File: src/sv/assert_macros.svh
// ----------------------------------------------------------------------------
// Assertion macros
// Shared concurrent assertion forms, clocked on clk and disabled in reset.
// ----------------------------------------------------------------------------
`ifndef ASSERT_MACROS_SVH
`define ASSERT_MACROS_SVH

// The consequent must hold in the same cycle as the antecedent.
`define ASSERT_IMPLIES(lbl, ante, cons, msg) \
  lbl: assert property (@(posedge clk) disable iff (rst) (ante) |-> (cons)) \
    else $error(msg);

// The consequent must hold in the cycle after the antecedent.
`define ASSERT_NEXT(lbl, ante, cons, msg) \
  lbl: assert property (@(posedge clk) disable iff (rst) (ante) |=> (cons)) \
    else $error(msg);

`endif

File: src/sv/sfc_pkg.sv
// ----------------------------------------------------------------------------
// Sensor frame checker package
// Types and constants shared by the front end, the queue and the back end.
// ----------------------------------------------------------------------------
`default_nettype none

package sfc_pkg;

  localparam logic [3:0] POS_HEADER   = 4'd0;
  localparam logic [3:0] POS_COMMAND  = 4'd1;
  localparam logic [3:0] POS_FINE_LO  = 4'd2;
  localparam logic [3:0] POS_FINE_HI  = 4'd3;
  localparam logic [3:0] POS_COARSE_LO = 4'd4;
  localparam logic [3:0] POS_COARSE_HI = 4'd5;
  localparam logic [3:0] POS_CHECK    = 4'd8;
  localparam logic [3:0] POS_TAIL     = 4'd9;

  localparam logic [1:0] REG_HEADER  = 2'd0;
  localparam logic [1:0] REG_COMMAND = 2'd1;
  localparam logic [1:0] REG_TAIL    = 2'd2;

  localparam logic [7:0] HEADER_RESET  = 8'hAA;
  localparam logic [7:0] COMMAND_RESET = 8'hC0;
  localparam logic [7:0] TAIL_RESET    = 8'hAB;

  typedef enum logic [2:0] {
    K_HEADER,
    K_COMMAND,
    K_DATA,
    K_CHECK,
    K_TAIL,
    K_ABORT
  } kind_t;

  typedef struct packed {
    logic [7:0] header;
    logic [7:0] command;
    logic [7:0] tail;
  } cfg_t;

  typedef struct packed {
    kind_t      kind;
    logic [3:0] pos;
    logic [7:0] data;
    logic       match;
  } entry_t;

endpackage

`default_nettype wire

File: src/sv/sfc_back.sv
// ----------------------------------------------------------------------------
// Sensor frame checker back end
// Accumulates checksum and readings, registers one result per frame or abort.
// ----------------------------------------------------------------------------
`default_nettype none
`include "assert_macros.svh"

module sfc_back import sfc_pkg::*; (
  input  wire logic   clk,
  input  wire logic   rst,
  input  wire logic   q_valid,
  output logic        q_ready,
  input  wire entry_t q_entry,
  output logic        out_valid,
  input  wire logic   out_ready,
  output logic        frame_ok,
  output logic [15:0] fine_reading,
  output logic [15:0] coarse_reading
);

  logic [7:0]  running_sum;
  logic        marks_good;
  logic [15:0] fine_capture;
  logic [15:0] coarse_capture;
  logic        pop;
  logic        tail_ok;

  assign q_ready = !out_valid || out_ready;
  assign pop     = q_valid && q_ready;
  assign tail_ok = marks_good && q_entry.match;

  always_ff @(posedge clk) begin
    if (rst) begin
      running_sum <= '0;
      marks_good  <= 1'b1;
    end else if (pop) begin
      case (q_entry.kind)
        K_HEADER, K_COMMAND: begin
          marks_good <= marks_good && q_entry.match;
        end
        K_DATA: begin
          running_sum <= running_sum + q_entry.data;
        end
        K_CHECK: begin
          marks_good <= marks_good && (q_entry.data == running_sum);
        end
        K_TAIL, K_ABORT: begin
          running_sum <= '0;
          marks_good  <= 1'b1;
        end
        default: begin
          marks_good <= marks_good;
        end
      endcase
    end
  end

  always_ff @(posedge clk) begin
    if (pop && q_entry.kind == K_DATA) begin
      case (q_entry.pos)
        POS_FINE_LO:   fine_capture[7:0]    <= q_entry.data;
        POS_FINE_HI:   fine_capture[15:8]   <= q_entry.data;
        POS_COARSE_LO: coarse_capture[7:0]  <= q_entry.data;
        POS_COARSE_HI: coarse_capture[15:8] <= q_entry.data;
        default: begin
          fine_capture <= fine_capture;
        end
      endcase
    end
  end

  always_ff @(posedge clk) begin
    if (rst) begin
      out_valid <= 1'b0;
    end else if (pop && (q_entry.kind == K_TAIL || q_entry.kind == K_ABORT)) begin
      out_valid <= 1'b1;
    end else if (out_ready) begin
      out_valid <= 1'b0;
    end
  end

  always_ff @(posedge clk) begin
    if (pop && q_entry.kind == K_TAIL) begin
      frame_ok       <= tail_ok;
      fine_reading   <= tail_ok ? fine_capture : 16'd0;
      coarse_reading <= tail_ok ? coarse_capture : 16'd0;
    end else if (pop && q_entry.kind == K_ABORT) begin
      frame_ok       <= 1'b0;
      fine_reading   <= 16'd0;
      coarse_reading <= 16'd0;
    end
  end

  `ASSERT_NEXT(a_abort_fails, pop && q_entry.kind == K_ABORT, out_valid && !frame_ok, "abort did not give a failed result")
  `ASSERT_IMPLIES(a_fail_zero, out_valid && !frame_ok, fine_reading == 16'd0 && coarse_reading == 16'd0, "failed result carries readings")

endmodule

`default_nettype wire
File: config.mk
export PLATFORM = sky130hd
export DESIGN_NAME = sfc_back
export DESIGN_NICKNAME = d
export VERILOG_FILES = /design/src/sv/sfc_pkg.sv /design/src/sv/sfc_back.sv
export VERILOG_INCLUDE_DIRS = /design/src /design/src/sv
export SDC_FILE = /design/constraint.sdc
export NUM_CORES = 1
export LEC_CHECK = 0
export BUFFER_PORTS_ARGS = -buffer_cell sky130_fd_sc_hd__buf_2
export CAP_MARGIN = 5
export CORE_MARGIN = 2
export CORE_UTILIZATION = 54
export CTS_CLUSTER_SIZE = 30
export DETAILED_ROUTE_END_ITERATION = 8
export GPL_TIMING_DRIVEN = 0
export PLACE_DENSITY_LB_ADDON = 0.05
export SLEW_MARGIN = 20
export SYNTH_ARGS = -nofsm -noshare
export SYNTH_HDL_FRONTEND = slang
export SYNTH_SLANG_ARGS = --single-unit
File: constraint.sdc
create_clock -name clk -period 2.7 [get_ports clk]
set_input_delay 0.135 -clock clk [delete_from_list [all_inputs] [get_ports clk]]
set_output_delay 0.135 -clock clk [all_outputs]
set_load 0.05 [all_outputs]
After elaboration in Yosys (flattened, before gate mapping)
Cells that the tools add are included.
{ "totals": {"ff_bits": 75, "latchBits": 0, "ramBits": 0, "rom_bits": 0, "in_bits": 20, "out_inout_bits": 35, "wordCells": 55, "memories": 0} }
{ "classes": {"n_addsub": 1, "multipliers": 0, "n_div": 0, "order_cmp": 0, "eq_ne": 10, "shift": 0, "muxes": 11, "bitwise_logic": 0, "n_reduce_logical": 23} }
{ "op_table": {"columns": ["operator", "count"], "rows": [
  ["16-bit two-way mux", 5],
  ["8-bit case mux with 2 select lines", 1],
  ["2-bit AND reduction", 6],
  ["8-bit adder", 1],
  ["4-bit by 2-bit equality test with 1-bit output, second input constant", 2],
  ["4-bit by 3-bit equality test with 1-bit output, second input constant", 2],
  ["8-bit equality test", 1],
  ["1-bit logical AND", 7],
  ["3-bit by 2-bit equality test with 1-bit output, second input constant", 2],
  ["3-bit equality test, second input constant", 2],
  ["2-bit nonzero test", 3],
  ["1-bit two-way mux", 4],
  ["2-bit OR reduction", 2],
  ["3-bit by 1-bit equality test with 1-bit output, second input constant", 1],
  ["3-bit logical NOT", 1],
  ["1-bit case mux with 3 select lines", 1],
  ["3-bit nonzero test", 1],
  ["1-bit logical OR", 2],
  ["1-bit logical NOT", 1]
]} }

Depth between registers and ports, before layout
{ "logic_depth": {"word_depth": 6, "depth_mapped": 7, "ltp_nobuf": 7} }

Worst setup path before layout
OpenSTA, ideal clock, no wires.
{ "synth_path": {"path_kind": "reg-to-reg", "startpoint": "reg out_valid", "endpoint": "reg coarse_capture[0], enable pin", "setup_time_ns": 0.395, "arrival_time_ns": 2.493, "required_ns": 2.305, "setup_slack_ns": -0.188, "stages_incl_launch_ff": 6, "path_buffers": 1, "period_less_slack_ns": 2.888, "path_cell_list": "dfxtp_1 > nand2b_1 > and4b_1 > buf_2 > nor2b_1 > nor4bb_1"} }
{ "synth_between": {"elab_chain_len": 5} }
{ "synth_rtl": {"columns": ["element", "line_no", "source"], "rows": [
  ["from (decl)", "sfc_back.sv:14", "output logic out_valid,"],
  ["from (signal assigned)", "sfc_back.sv:74", "out_valid <= 1'b0;"],
  ["from (signal assigned)", "sfc_back.sv:76", "out_valid <= 1'b1;"],
  ["from (signal assigned)", "sfc_back.sv:78", "out_valid <= 1'b0;"],
  ["1-bit logical NOT", "sfc_back.sv:28", "assign q_ready = !out_valid || out_ready;"],
  ["1-bit logical OR", "sfc_back.sv:28", null],
  ["named net q_ready", "sfc_back.sv:12", "output logic q_ready,"],
  ["1-bit logical AND", "sfc_back.sv:29", "assign pop = q_valid && q_ready;"],
  ["1-bit logical AND", "sfc_back.sv:59", "if (pop && q_entry.kind == K_DATA) begin"],
  ["2-bit AND reduction (no line)", null, null],
  ["to (signal assigned)", "sfc_back.sv:63", "POS_COARSE_LO: coarse_capture[7:0] <= q_entry.data;"],
  ["to (decl)", "sfc_back.sv:24", "logic [15:0] coarse_capture;"]
]} }
The timed path passes the listed nets, and every way through them passes these cells.
A chain may end at the register's enable or synchronous reset.

Worst setup path in the final report
{ "layout_path": {"startpoint": "reg out_valid", "endpoint": "reg coarse_capture[4], enable pin"} }
{ "layout_between": {"elab_chain_len": 5} }
{ "layout_rtl": {"columns": ["element", "line_no"], "rows": [
  ["1-bit logical NOT", "sfc_back.sv:28"],
  ["1-bit logical OR", "sfc_back.sv:28"],
  ["1-bit logical AND", "sfc_back.sv:29"],
  ["1-bit logical AND", "sfc_back.sv:59"],
  ["2-bit AND reduction (no line)", null]
]} }
No other way between the ends.

==> results by stage <==
Status:
- The run finished with clean final reports.

Drt:
- The number of vias in the routed layout is 1693.
- The top routing layer in use is met4.
- The met1 routed wirelength after detailed routing is roughly 2 mm.
- The number of remaining DRC errors is 0.
- The mean routed wirelength per cell is 14.8 µm.
- The met2 routed wirelength is roughly 2.4 mm.
- The mean number of vias per cell is 5.24.
- Summed over all nets, wire length on met3 after detailed routing comes to between 150 and 200 µm.
- The first-iteration detailed-routing DRC count is between 50 and 60.
- The first detailed-routing pass took 4 iterations.
- Summed over all layers, the routed wires come to approximately 4.8 mm.
- The post-detailed-route count of antenna-violating nets is 0.

Synthesis:
- The dominant cell by count in the synthesized netlist is sky130_fd_sc_hd__edfxtp_1.
- The cell type with the largest total area after synthesis is sky130_fd_sc_hd__edfxtp_1.
- Sequential cells were found to cover roughly three quarters of the synthesized design area.
- The share of synthesized registers carrying an async set or reset is 0%.
- Summing every instance area after synthesis gives ~3000 µm².
- The post-synthesis sequential element count is 75.
- The post-synth net total is about 210.
- Ranked by total cell area, the synthesized netlist is headed by sky130_fd_sc_hd__edfxtp_1 (67%), sky130_fd_sc_hd__and2_1 (6.9%), sky130_fd_sc_hd__dfxtp_1 (6.9%).
- The warning count from the yosys run is 0.
- The number of enable flip-flop cells after synthesis is 65.
- The count of unique library cells instantiated by Yosys is 38.
- For this run, the leading register cell type out of synthesis is sky130_fd_sc_hd__edfxtp_1.
- The share of the synthesized area in the top cell type is 66.8%.
- A synthesized cell averages 15.9 µm².
- The number of standard cells after synthesis is ~180.
- Counting instances in the post-synthesis netlist gives the leading cell types as sky130_fd_sc_hd__edfxtp_1 (65), sky130_fd_sc_hd__and2_1 (32), sky130_fd_sc_hd__dfxtp_1 (10).

Worst setup path:
- The number of buffers and inverters on the critical path is 1.
- The worst setup path is of the reg -> reg kind.
- The data arrival time at the worst-slack endpoint is a little over 2000 ps.
- Along the worst path, the maximum fanout reaches 10.
- The cell family contributing the most delay on the critical path is simple AND/OR/NAND/NOR gates.
- The highest cell delay on the worst timing path is 570 ps.
- The standard cell with the maximum stage delay on the critical path is sky130_fd_sc_hd__nor4bb_4.
- The setup slack of the worst register-to-register path is 590 ps.
- At the worst endpoint, the required time is between 2000 and 3000 ps.
- The type of destination of the critical path is a register.
- Traced cell by cell, the critical path runs through nand2b_1, and4b_1, buf_2, nor2b_1, nor4bb_4.
- The sort of element at the start of the critical path is a register.

Timing:
- Setup repair after global routing left no endpoint under its margin.
- The final count of pins violating max slew was 0.
- The worst setup slack after layout is 593 ps.
- On the final layout, the worst clock skew is 10.9 ps.
- The fmax is between 400 and 500 MHz.
- The post-layout minimum cycle time is 2110 ps.
- Headroom to the max-slew limit came out at between 50% and 60%.
- Setup total negative slack on the finished layout was measured at 0 ps.
- Of the available clock period, the critical path in the final layout requires 78.0%.
- Hold timing on the final database bottoms out at a slack of roughly 50 ps.
- The number of endpoints with negative hold slack in the final report is 0.
- The total of endpoints with negative setup slack in the final report is 0.
- At the pin with the least slew margin, the transition time is approximately 730 ps.

Pwr:
- Net switching is a little under a quarter of the power.
- In this run the power density over the cells is approximately 620 nW/µm².
- The design internal power is 0.00165 W.
- The standby leakage power is 1.27 nW.
- The share of total power dissipated in sequential elements is 59.8%.
- The proportion of power drawn by combinational gates is 7.9%.
- The peak supply drop is roughly 300 µV.
- The clock network is responsible for roughly 32% of the overall power.
- For this design the total switching power over the nets is approximately 0.00049 W.

Clocking:
- The post-CTS setup repair buffer count is 0.
- The number of H-tree levels is 3.
- Counting the buffers created by CTS gives 9.
- TritonCTS built the clock tree.
- The tree built by TritonCTS fans out to between 70 and 80 sinks.
- The count of cells resized by post-cts repair is 0.
- The number of buffers added to fix hold violations after cts is 0.
- The tree is rooted in a sky130_fd_sc_hd__clkbuf_8.
- The clock transition time at the flip-flop clock pins of the worst setup and hold paths is 80 ps.
- The buffer depth of the longest clock path is 2.
- Clock latency on the worst-skew pair, taken at its later pin, is 340 ps.

Placement:
- The count of input and output buffers is 54.
- The number of placed instances, taps included, is ~300.
- Once detailed placement completed, the half-perimeter wirelength came to between 3 and 4 mm.
- The congestion estimate from routability-driven global placement came to around 0.83.
- Timing analysis after detailed placement gives a worst setup slack of 250 ps.
- The placed standard-cell area is around 3300 µm².

Global routing:
- The number of antenna violations at the first check in global routing was 0.
- The residual overflow from global routing is 0.
- Entering global routing, the biggest net connects 37 pins.
- The via count of the first global-routing pass is around 1600.
- Across every metal layer, demand over resource in global routing totals approximately 17%.
- The wire length of the first global-routing pass is between 7 and 8 mm.

Die:
- The initial cell density of the core is roughly 56%.
- The full die area is between 6000 and 7000 µm².
- The total core area is around 5200 µm².
- The die is 77.5 µm tall.
- The I/O pin count is between 50 and 60.
- From left edge to right edge, the die measures 77.5 µm.
- The floorplan has 26 rows.

Finish:
- Cells with a size suffix above 1 make up roughly 29% of the layout.
- The number of diodes added for antenna fixing is 0.
- The number of non-filler instances in the completed layout is around 320.
- With fillers left out, the area of the finished cells amounts to 3440 µm².
- The area added between synthesis and finish is 18.0%.
- The number of nets in the final layout is around 280.

Run:
- Across the run, the number of max-cap violations was 0.

Min path:
- The class of the tightest hold or removal check is in -> reg.
-- state kept, by name, indices dropped and copies added, names as in the netlist --
signal	flops
fine_capture	16
coarse_reading	16
fine_reading	16
frame_ok	1
coarse_capture	16
out_valid	1
running_sum	8
marks_good	1
-- worst reg2reg max path, stage by stage (launching register included) --
cell and delay [ps]:
sky130_fd_sc_hd__dfxtp_1 310, sky130_fd_sc_hd__nand2b_1 150, sky130_fd_sc_hd__and4b_1 220, sky130_fd_sc_hd__buf_2 220, sky130_fd_sc_hd__nor2b_1 250, sky130_fd_sc_hd__nor4bb_4 570
-- kinds of logic after synthesis --
| kind of cell | Yosys count | share of synthesized area (%) |
|---|---|---|
| DFF | 75 | 73.7 |
| and+or+nand+nor | 64 | 13.9 |
| AOI/OAI and AO/OA | 23 | 5.31 |
| adders and majority gates | 8 | 3.68 |
| xor gates and xnor gates | 6 | 1.80 |
| buffers and inverters | 6 | 0.857 |
| muxes | 2 | 0.728 |
-- final cells by class --
cell class | instances | area [µm²]
Inverter | 1 | 3.75
Tap cell | 70 | 87.6
Sequential cell | 75 | 2150
Clock buffer | 12 | 135
Clock inverter | 3 | 16.3
Fill cell | 384 | 1730
Buffer | 5 | 21.3
Timing Repair Buffer | 54 | 270
Multi-Input combinational cell | 103 | 758
-- path summary, 6_finish.rpt --
kind                           start                      endpoint  cells after the start
min reg2reg  marks_good$_SDFFE_PP1P_       marks_good$_SDFFE_PP1P_                      1
min                       q_entry[6]  coarse_capture[13]$_DFFE_PP_                      1
max           out_valid$_SDFFE_PP0P_   coarse_capture[4]$_DFFE_PP_                      5
max reg2reg   out_valid$_SDFFE_PP0P_   coarse_capture[4]$_DFFE_PP_                      5
-- metrics by stage --
step | utilization [%] | power, W
after floorplan | - | 0.00142
after global placement | 63.5 | 0.00147
after CTS | 66.4 | 0.00216
final | 66.6 | 0.00214
after detailed placement | 63.5 | 0.00148
after global routing | 66.6 | 0.00221
-- power by group through the flow --
| stage | registers (W) | clock network, W | logic, W |
|---|---|---|---|
| 2_1_floorplan | 0.00137 | 0 | 0.0000525 |
| 3_3_place_gp | 0.00131 | 0 | 0.000166 |
| 3_5_place_dp | 0.00131 | 0 | 0.000169 |
| 4_1_cts | 0.00128 | 0.000705 | 0.000169 |
| 5_1_grt | 0.00128 | 0.000746 | 0.000182 |
| 6_report | 0.00128 | 0.000691 | 0.000170 |
-- routing by layer --
| layer | GRT usage, % | vias up |
|---|---|---|
| met5 | 0 | - |
| met1 | 19.7 | 804 |
| met2 | 28.6 | 50 |
| met3 | 4.07 | 19 |
| met4 | 12.5 | 0 |
| li1 | - | 820 |
-- layout by cell type, fill, tap and decap left out, drive strengths merged, types with 2 or more instances in the layout --
cell    synthesis  final
edfxtp         65     65
buf             2     56
and2           32     32
clkbuf          3     15
dfxtp          10     10
ha              7      7
nor2            7      7
a21oi           5      5
a22oi           5      5
nand2           4      4
a21o            4      4
o21ai           4      4
xnor2           4      4
nand2b          3      3
and4b           3      3
nor2b           2      2
nand3b          2      2
nand4           2      2
xor2            2      2
nor3            2      2
a211oi          2      2
clkinv          0      2
Power figures use the tool's default switching activity.
